## src/rtl/assert_macros.svh

```systemverilog
// assertion macros used by the top-level rtl file
// no dependencies; the bodies are empty when SYNTHESIS is defined
`ifndef ASSERT_MACROS_SVH
`define ASSERT_MACROS_SVH
`ifndef SYNTHESIS
`define ASSERT_ALWAYS(label, clk, rst_n, expr) \
	label: assert property (@(posedge clk) disable iff (!rst_n) (expr)) \
		else $error("assertion failed");
`define ASSERT_IMPLY(label, clk, rst_n, ante, cons) \
	label: assert property (@(posedge clk) disable iff (!rst_n) (ante) |-> (cons)) \
		else $error("assertion failed");
`else
`define ASSERT_ALWAYS(label, clk, rst_n, expr)
`define ASSERT_IMPLY(label, clk, rst_n, ante, cons)
`endif
`endif

```

## src/rtl/tkl_pkg.sv

```systemverilog
// shared types and constants for the top-k score list
// no dependencies
`timescale 1ns / 1ps
`default_nettype none
package tkl_pkg;
	localparam int LIST_SIZE_DEF = 16;
	localparam int DOC_BITS_DEF  = 16;

	localparam int DOC_W   = 16;
	localparam int SCORE_W = 32;
	localparam int SLOT_W  = 4;
	localparam int IN_W    = 56;
	localparam int OUT_W   = 72;

	localparam logic MODE_UPDATE = 1'b0;
	localparam logic MODE_READ   = 1'b1;

	typedef enum logic [1:0] {
		ST_IDLE,
		ST_WALK,
		ST_DONE
	} tkl_state_t;

	// input item, lowest field last
	typedef struct packed {
		logic [3:0]                pad;
		logic [SLOT_W-1:0]         slot;
		logic signed [SCORE_W-1:0] score;
		logic [DOC_W-1:0]          doc_id;
	} tkl_in_t;

	// result item, lowest field last
	typedef struct packed {
		logic [4:0]                pad;
		logic [DOC_W-1:0]          dropped_doc;
		logic                      dropped_valid;
		logic                      was_present;
		logic signed [SCORE_W-1:0] slot_score;
		logic [DOC_W-1:0]          slot_doc;
		logic                      slot_valid;
	} tkl_out_t;

	// controls from the sequencer to the cell row
	typedef struct packed {
		logic match_en;
		logic inject;
	} tkl_walk_ctl_t;
endpackage
`default_nettype wire

```

## src/rtl/tkl_cell.sv

```systemverilog
// one slot of the top-k list: holds an entry and passes the carried entry on
// depends on tkl_pkg
`timescale 1ns / 1ps
`default_nettype none
module tkl_cell #(
	parameter int DOC_BITS = tkl_pkg::DOC_BITS_DEF
) (
	input  wire logic                              clk,
	input  wire logic                              arst_n,
	input  wire logic                              match_en,
	input  wire logic [DOC_BITS-1:0]               match_doc,
	input  wire logic                              carry_in_valid,
	input  wire logic [DOC_BITS-1:0]               carry_in_doc,
	input  wire logic signed [tkl_pkg::SCORE_W-1:0] carry_in_score,
	output logic                                   carry_out_valid,
	output logic [DOC_BITS-1:0]                    carry_out_doc,
	output logic signed [tkl_pkg::SCORE_W-1:0]     carry_out_score,
	output logic                                   hit,
	output logic                                   entry_valid,
	output logic [DOC_BITS-1:0]                    entry_doc,
	output logic signed [tkl_pkg::SCORE_W-1:0]     entry_score
);
	import tkl_pkg::*;

	logic                      valid_q;
	logic [DOC_BITS-1:0]       doc_q;
	logic signed [SCORE_W-1:0] score_q;
	logic                      cvalid_q;
	logic [DOC_BITS-1:0]       cdoc_q;
	logic signed [SCORE_W-1:0] cscore_q;
	logic                      below;
	logic                      take;

	assign hit   = match_en && valid_q && (doc_q == match_doc);
	assign below = score_q < carry_in_score;
	// empty slot takes the carry and stops it, a weaker entry trades places
	assign take  = carry_in_valid && (!valid_q || below);

	always_ff @(posedge clk or negedge arst_n) begin
		if (!arst_n) begin
			valid_q  <= 1'b0;
			cvalid_q <= 1'b0;
		end else begin
			if (hit) begin
				valid_q <= 1'b0;
			end else if (carry_in_valid && !valid_q) begin
				valid_q <= 1'b1;
			end
			cvalid_q <= carry_in_valid && valid_q;
		end
	end

	always_ff @(posedge clk) begin
		if (take) begin
			doc_q   <= carry_in_doc;
			score_q <= carry_in_score;
		end
		if (below) begin
			cdoc_q   <= doc_q;
			cscore_q <= score_q;
		end else begin
			cdoc_q   <= carry_in_doc;
			cscore_q <= carry_in_score;
		end
	end

	assign carry_out_valid = cvalid_q;
	assign carry_out_doc   = cdoc_q;
	assign carry_out_score = cscore_q;
	assign entry_valid     = valid_q;
	assign entry_doc       = doc_q;
	assign entry_score     = score_q;
endmodule
`default_nettype wire

```

## src/rtl/tkl_ctrl.sv

```systemverilog
// sequencer of the top-k list: input handshake, walk counter, result register
// depends on tkl_pkg
`timescale 1ns / 1ps
`default_nettype none
module tkl_ctrl #(
	parameter int LIST_SIZE = tkl_pkg::LIST_SIZE_DEF,
	parameter int DOC_BITS  = tkl_pkg::DOC_BITS_DEF
) (
	input  wire logic                               clk,
	input  wire logic                               arst_n,
	input  wire logic                               s_tvalid,
	output logic                                    s_tready,
	input  wire logic                               mode,
	input  wire logic [DOC_BITS-1:0]                in_doc,
	input  wire logic signed [tkl_pkg::SCORE_W-1:0] in_score,
	input  wire logic [tkl_pkg::SLOT_W-1:0]         in_slot,
	output tkl_pkg::tkl_walk_ctl_t                  walk_ctl,
	output logic [DOC_BITS-1:0]                     inj_doc,
	output logic signed [tkl_pkg::SCORE_W-1:0]      inj_score,
	input  wire logic                               hit_any,
	output logic [tkl_pkg::SLOT_W-1:0]              slot_sel,
	input  wire logic                               rd_valid,
	input  wire logic [DOC_BITS-1:0]                rd_doc,
	input  wire logic signed [tkl_pkg::SCORE_W-1:0] rd_score,
	input  wire logic                               last_valid,
	input  wire logic [DOC_BITS-1:0]                last_doc,
	output logic                                    m_tvalid,
	input  wire logic                               m_tready,
	output logic [tkl_pkg::OUT_W-1:0]               m_tdata
);
	import tkl_pkg::*;

	localparam int CNT_W = $clog2(LIST_SIZE + 1);

	tkl_state_t                state_q, state_d;
	logic [CNT_W-1:0]          cnt_q;
	logic                      mode_q;
	logic [SLOT_W-1:0]         slot_q;
	logic                      present_q;
	logic                      inj_q;
	logic [DOC_BITS-1:0]       inj_doc_q;
	logic signed [SCORE_W-1:0] inj_score_q;
	logic                      drop_v_q;
	logic [DOC_BITS-1:0]       drop_doc_q;
	logic                      m_tvalid_q;
	tkl_out_t                  m_tdata_q;
	tkl_out_t                  res;
	logic                      accept;
	logic                      walk_end;
	logic                      load_out;
	logic [DOC_BITS+DOC_W-1:0] rd_doc_ext;
	logic [DOC_BITS+DOC_W-1:0] drop_doc_ext;

	assign accept   = s_tvalid && s_tready;
	assign walk_end = (state_q == ST_WALK) && (cnt_q == CNT_W'(LIST_SIZE));

	always_comb begin
		state_d = state_q;
		unique case (state_q)
			ST_IDLE: begin
				if (s_tvalid) begin
					state_d = (mode == MODE_READ) ? ST_DONE : ST_WALK;
				end
			end
			ST_WALK: begin
				if (walk_end) begin
					state_d = ST_DONE;
				end
			end
			ST_DONE: begin
				if (!m_tvalid_q || m_tready) begin
					state_d = ST_IDLE;
				end
			end
			default: state_d = ST_IDLE;
		endcase
	end

	always_comb begin
		s_tready = 1'b0;
		load_out = 1'b0;
		unique case (state_q)
			ST_IDLE: s_tready = 1'b1;
			ST_WALK: ;
			ST_DONE: load_out = !m_tvalid_q || m_tready;
			default: ;
		endcase
	end

	always_ff @(posedge clk or negedge arst_n) begin
		if (!arst_n) begin
			state_q    <= ST_IDLE;
			cnt_q      <= '0;
			inj_q      <= 1'b0;
			m_tvalid_q <= 1'b0;
		end else begin
			state_q <= state_d;
			inj_q   <= accept && (mode == MODE_UPDATE);
			if (state_q == ST_WALK) begin
				cnt_q <= cnt_q + CNT_W'(1);
			end else begin
				cnt_q <= '0;
			end
			if (load_out) begin
				m_tvalid_q <= 1'b1;
			end else if (m_tready) begin
				m_tvalid_q <= 1'b0;
			end
		end
	end

	always_ff @(posedge clk) begin
		if (accept) begin
			mode_q      <= mode;
			slot_q      <= in_slot;
			present_q   <= hit_any;
			inj_doc_q   <= in_doc;
			inj_score_q <= in_score;
		end
		// the carry leaving the last cell is the entry that fell off
		if (walk_end) begin
			drop_v_q   <= last_valid;
			drop_doc_q <= last_doc;
		end
		if (load_out) begin
			m_tdata_q <= res;
		end
	end

	assign rd_doc_ext   = {{DOC_W{1'b0}}, rd_doc};
	assign drop_doc_ext = {{DOC_W{1'b0}}, drop_doc_q};

	always_comb begin
		res = '0;
		if (mode_q == MODE_READ) begin
			res.slot_valid = rd_valid;
			res.slot_doc   = rd_valid ? rd_doc_ext[DOC_W-1:0] : '0;
			res.slot_score = rd_valid ? rd_score : '0;
		end else begin
			res.was_present   = present_q;
			res.dropped_valid = drop_v_q;
			res.dropped_doc   = drop_v_q ? drop_doc_ext[DOC_W-1:0] : '0;
		end
	end

	assign walk_ctl.match_en = accept && (mode == MODE_UPDATE);
	assign walk_ctl.inject   = inj_q;
	assign inj_doc           = inj_doc_q;
	assign inj_score         = inj_score_q;
	assign slot_sel          = slot_q;
	assign m_tvalid          = m_tvalid_q;
	assign m_tdata           = m_tdata_q;
endmodule
`default_nettype wire

```

## src/rtl/topk_score_list_update.sv

```systemverilog
// top-k score list: an update result is loaded once the walk ends, the carried entry
// moving one cell per cycle down the row; a read goes from accept straight to ST_DONE;
// one item is in work at a time; the next is accepted the cycle after its result
// is loaded; an earlier result held back by m_tready delays that load and so the accept;
// arst_n clears all slot valid bits, the sequencer and result valid; depends on tkl_pkg,
// tkl_cell, tkl_ctrl and assert_macros.svh
`timescale 1ns / 1ps
`default_nettype none
`include "assert_macros.svh"
module topk_score_list_update #(
	parameter int LIST_SIZE = tkl_pkg::LIST_SIZE_DEF,
	parameter int DOC_BITS  = tkl_pkg::DOC_BITS_DEF
) (
	input  wire logic                         clk,
	input  wire logic                         arst_n,
	input  wire logic                         s_tvalid,
	output logic                              s_tready,
	// doc_id[15:0], score[47:16], slot[51:48], zero pad[55:52]
	input  wire logic [tkl_pkg::IN_W-1:0]     s_tdata,
	// mode[0]
	input  wire logic                         s_tuser,
	output logic                              m_tvalid,
	input  wire logic                         m_tready,
	// slot_valid[0], slot_doc[16:1], slot_score[48:17], was_present[49],
	// dropped_valid[50], dropped_doc[66:51], zero pad[71:67]
	output logic [tkl_pkg::OUT_W-1:0]         m_tdata
);
	import tkl_pkg::*;

	localparam int IDX_W = (LIST_SIZE > 1) ? $clog2(LIST_SIZE) : 1;

	tkl_in_t                   in_item;
	tkl_walk_ctl_t             walk_ctl;
	logic [DOC_BITS+DOC_W-1:0] in_doc_ext;
	logic [DOC_BITS-1:0]       in_doc;
	logic [DOC_BITS-1:0]       inj_doc;
	logic signed [SCORE_W-1:0] inj_score;

	logic [LIST_SIZE:0]        carry_valid;
	logic [DOC_BITS-1:0]       carry_doc   [LIST_SIZE+1];
	logic signed [SCORE_W-1:0] carry_score [LIST_SIZE+1];
	logic [LIST_SIZE-1:0]      hit_vec;
	logic [LIST_SIZE-1:0]      ent_valid;
	logic [DOC_BITS-1:0]       ent_doc     [LIST_SIZE];
	logic signed [SCORE_W-1:0] ent_score   [LIST_SIZE];

	logic [SLOT_W-1:0]         slot_sel;
	logic [7:0]                slot_ext;
	logic [IDX_W-1:0]          rd_idx;
	logic                      rd_valid;
	logic [DOC_BITS-1:0]       rd_doc;
	logic signed [SCORE_W-1:0] rd_score;

	assign in_item    = s_tdata;
	assign in_doc_ext = {{DOC_BITS{1'b0}}, in_item.doc_id};
	assign in_doc     = in_doc_ext[DOC_BITS-1:0];

	assign carry_valid[0] = walk_ctl.inject;
	assign carry_doc[0]   = inj_doc;
	assign carry_score[0] = inj_score;

	for (genvar i = 0; i < LIST_SIZE; i++) begin : g_cell
		tkl_cell #(
			.DOC_BITS(DOC_BITS)
		) u_cell (
			.clk            (clk),
			.arst_n         (arst_n),
			.match_en       (walk_ctl.match_en),
			.match_doc      (in_doc),
			.carry_in_valid (carry_valid[i]),
			.carry_in_doc   (carry_doc[i]),
			.carry_in_score (carry_score[i]),
			.carry_out_valid(carry_valid[i+1]),
			.carry_out_doc  (carry_doc[i+1]),
			.carry_out_score(carry_score[i+1]),
			.hit            (hit_vec[i]),
			.entry_valid    (ent_valid[i]),
			.entry_doc      (ent_doc[i]),
			.entry_score    (ent_score[i])
		);
	end

	// slot read; slots past the end of the list read as empty
	assign slot_ext = {4'b0000, slot_sel};
	assign rd_idx   = slot_ext[IDX_W-1:0];

	always_comb begin
		rd_valid = 1'b0;
		rd_doc   = '0;
		rd_score = '0;
		if (slot_ext < 8'(LIST_SIZE)) begin
			rd_valid = ent_valid[rd_idx];
			rd_doc   = ent_doc[rd_idx];
			rd_score = ent_score[rd_idx];
		end
	end

	tkl_ctrl #(
		.LIST_SIZE(LIST_SIZE),
		.DOC_BITS (DOC_BITS)
	) u_ctrl (
		.clk       (clk),
		.arst_n    (arst_n),
		.s_tvalid  (s_tvalid),
		.s_tready  (s_tready),
		.mode      (s_tuser),
		.in_doc    (in_doc),
		.in_score  (in_item.score),
		.in_slot   (in_item.slot),
		.walk_ctl  (walk_ctl),
		.inj_doc   (inj_doc),
		.inj_score (inj_score),
		.hit_any   (|hit_vec),
		.slot_sel  (slot_sel),
		.rd_valid  (rd_valid),
		.rd_doc    (rd_doc),
		.rd_score  (rd_score),
		.last_valid(carry_valid[LIST_SIZE]),
		.last_doc  (carry_doc[LIST_SIZE]),
		.m_tvalid  (m_tvalid),
		.m_tready  (m_tready),
		.m_tdata   (m_tdata)
	);

	// a document sits in at most one slot
	`ASSERT_ALWAYS(a_single_hit, clk, arst_n, $onehot0(hit_vec))
	// only one carried entry moves down the row at a time
	`ASSERT_ALWAYS(a_single_carry, clk, arst_n, $onehot0(carry_valid))
	// no carried entry is left in the row once new items are taken
	`ASSERT_IMPLY(a_idle_row_empty, clk, arst_n, s_tready, carry_valid == '0)
	// a walk only starts right after an update item was accepted
	`ASSERT_IMPLY(a_inject_after_accept, clk, arst_n, walk_ctl.inject,
		$past(s_tvalid && s_tready && !s_tuser))
endmodule
`default_nettype wire

```

## config.mk

```make
export PLATFORM = sky130hd
export DESIGN_NAME = topk_score_list_update
export DESIGN_NICKNAME = d
export VERILOG_FILES = /design/src/rtl/tkl_pkg.sv /design/src/rtl/tkl_cell.sv /design/src/rtl/tkl_ctrl.sv /design/src/rtl/topk_score_list_update.sv
export VERILOG_INCLUDE_DIRS = /design/src /design/src/rtl
export SDC_FILE = /design/constraint.sdc
export NUM_CORES = 2
export LEC_CHECK = 0
export BUFFER_PORTS_ARGS = -buffer_cell sky130_fd_sc_hd__buf_4
export CORE_MARGIN = 3
export CORE_UTILIZATION = 45
export CTS_CLUSTER_SIZE = 25
export DETAILED_ROUTE_END_ITERATION = 8
export GPL_TIMING_DRIVEN = 0
export PLACE_DENSITY = 0.61
export SETUP_SLACK_MARGIN = 0.05
export SYNTH_ARGS = -nofsm -noshare
export SYNTH_HDL_FRONTEND = slang
export SYNTH_HIERARCHICAL = 1
export SYNTH_SLANG_ARGS = --single-unit
export TNS_END_PERCENT = 20
```

## constraint.sdc

```tcl
create_clock -name clk -period 14.8 [get_ports clk]
set_input_delay 0.74 -clock clk [delete_from_list [all_inputs] [get_ports clk]]
set_output_delay 0.74 -clock clk [all_outputs]
set_load 0.005 [all_outputs]
```

==> flow_metrics.tcl <==
set metrics [dict create \
    cts-buffers-inserted 179 \
    rows 148 \
    cts_resized 0 \
    start_util 0.4542 \
    startpoint "u_ctrl/slot_sel[1]" \
    drt.antenna.violating_nets 0 \
    start_kind "flop" \
    top_usage_layer "met2" \
    dpl.hpwl_um 128900 \
    area_growth_pct 13.88 \
    htreeDepth 4 \
    finish.instance_area_mm2 0.08448 \
    clk_pin_slew_worst_paths_ns 0.06 \
    min_path_type "input pin to flop" \
    violations "max-capacitance violations" \
    pre_cts_ws_ns 10.48 \
    die_w_um 412.0 \
    critical_path_arrival_ns 4.88 \
    grt_max_degree 53 \
    cts_tree "yes" \
    end_kind "flop" \
    synthCells 5266 \
    antenna_found_initial 9 \
    relSlewSlack 0.004143 \
    drt_wl_total_um 168800 \
    grt_util_met1 0.2816 \
    tns_ns 0 \
    hold_viol_final 0 \
    worstPathMaxFanout 10 \
    required_ns 15.31 \
    setup_viol 0 \
    min-delay-start "s_tdata[41]" \
    place_area_mm2 0.07833 \
    insertion_delay_ns 0.80 \
    worst_slack_ns 10.43 \
    multi_input_area_mm2 0.02826 \
    fillCellCount 13551 \
    grt_pass1_wl_um 252300 \
    wl_per_cell_um 21.26 \
    timing.fmax_mhz 228.6 \
    rsz0062_at_grt "false" \
    routabilityCongestion 0.8553 \
    drt_iter0_drc 2860 \
    core_area_mm2 0.1633 \
    tightestPinTransition_ns 1.474 \
    vias_per_cell 5.297 \
    via_count 42042 \
    min_period_ns 4.374 \
    leakage_nw 33.45 \
    drv_cap 1 \
    path_class "flop to flop" \
    power_density_mw_per_mm2 222.3 \
    avgSynthCellArea_um2 14.09 \
    globalRouteOverflowTotal 0 \
    run_status "finished, violations left" \
    portBuffers 125 \
    grt_pass1_vias 42517 \
    drc_errors 0 \
    grtUsageTotal 0.1970 \
    post-route-period-util 0.2956 \
    r2r-start "u_ctrl/slot_sel[1]" \
    fp.dieArea_mm2 0.1698 \
    synth_warnings 6 \
    ir_worst_vdd_mv 0.1134 \
    final-max-slew-violation-count 0 \
    firstDrtPassIters 5 \
    cts_max_path_buffers 3 \
    cts_root_buf "clkbuf_16" \
    use_met3 0.03191 \
    io_pins 135 \
    seqCellArea_mm2 0.04297 \
    syn_area_mm2 0.07419 \
    die_h_um 412.0 \
    drive_gt1_frac 0.2095 \
    clkSinkCount 1683 \
    met2_usage 0.3099 \
    nNetsFinal 6161 \
    skew_ns 0.02303 \
]
==> layout by cell type, fill, tap and decap left out, drive strengths merged, types with 49 or more instances in the layout <==
cell	n
a21oi	176
a22oi	98
and2	50
and3	49
buf	263
clkbuf	304
clkinv	53
dfxtp	736
edfxtp	906
ha	498
inv	523
mux2	736
mux4	196
nand2	211
nand3	50
nand4	81
nor2	150
o21ai	81
xnor2	193
xor2	66
==> registers in the layout (all words and copies together) (netlist names), 2 cells and up <==
name / count
u_ctrl/drop_doc_q: 16
g_cell.u_cell/carry_out_doc: 256
g_cell.u_cell/entry_valid: 16
u_ctrl/state_q: 2
g_cell.u_cell/entry_score: 512
u_ctrl/cnt_q: 5
g_cell.u_cell/carry_out_score: 480
u_ctrl/inj_doc: 16
u_ctrl/slot_sel: 4
u_ctrl/m_tdata: 67
u_ctrl/inj_score: 32
g_cell.u_cell/entry_doc: 256
g_cell.u_cell/carry_out_valid: 16
==> power by group <==
part / switching (mW) / internal, mW
Sequential: 0.954 / 6.83
Combinational: 3.25 / 3.13
Clock: 1.85 / 2.77
==> cell type report <==
type / instances / share of cell area
antenna: 2 / 0.00005924
multi-input combinational: 2911 / 0.3346
buffer: 160 / 0.01257
timing repair buffer: 151 / 0.01642
clock inverter: 82 / 0.01139
clock buffer: 257 / 0.06124
tap: 2175 / 0.03221
inverter: 516 / 0.02296
sequential: 1683 / 0.5086
==> critical path, cell delays in order (launching register included) <==
cell and delay [ns]:
edfxtp_1 0.31, buf_2 0.24, buf_2 0.49, clkbuf_1 0.77, mux4_2 0.48, a22oi_1 0.30, nand2_1 0.40, buf_2 0.31
clkbuf_1 0.33, and3_1 0.40
==> worst paths after layout <==
kind,to,slack [ns],cells past startpoint
max in group asynchronous,g_cell[4].u_cell/carry_out_valid,13.83,2
worst max-delay path,u_ctrl/m_tdata[43],10.43,9
worst min register to register,u_ctrl/drop_doc_q[13],0.40,0
worst max register to register,u_ctrl/m_tdata[43],10.43,9
worst min-delay path,u_ctrl/inj_score[25],0.11,1
min in group asynchronous,u_ctrl/cnt_q[3],0.50,2
==> metrics by stage <==
step / hold slack [ns] / utilization / power, mW / cells
floorplan: 0.3855 / - / 12.31 / 5270
global placement: 0.3897 / 0.4767 / 14.03 / 7570
detailed placement: 0.3887 / 0.4796 / 14.25 / 7595
CTS: 0.04103 / 0.5172 / 18.99 / 7935
global route: 0.06955 / 0.5173 / 19.96 / 7937
finish: 0.1134 / 0.5173 / 18.78 / 7937
==> per-layer routing <==
metal,up-vias,share of wire,wire (µm)
li1,20161,-,-
met1,20778,0.47,79890
met2,872,0.45,76560
met3,229,0.047,7982
met4,2,0.026,4307
met5,-,0.00012,20
==> repair_timing <==
action | 4_1_cts | 5_1_grt
hold endpoints to repair | 41 | 0
buffers inserted | 0 | 0
hold buffers | 1 | 0
(Power assumes the default switching activity.)
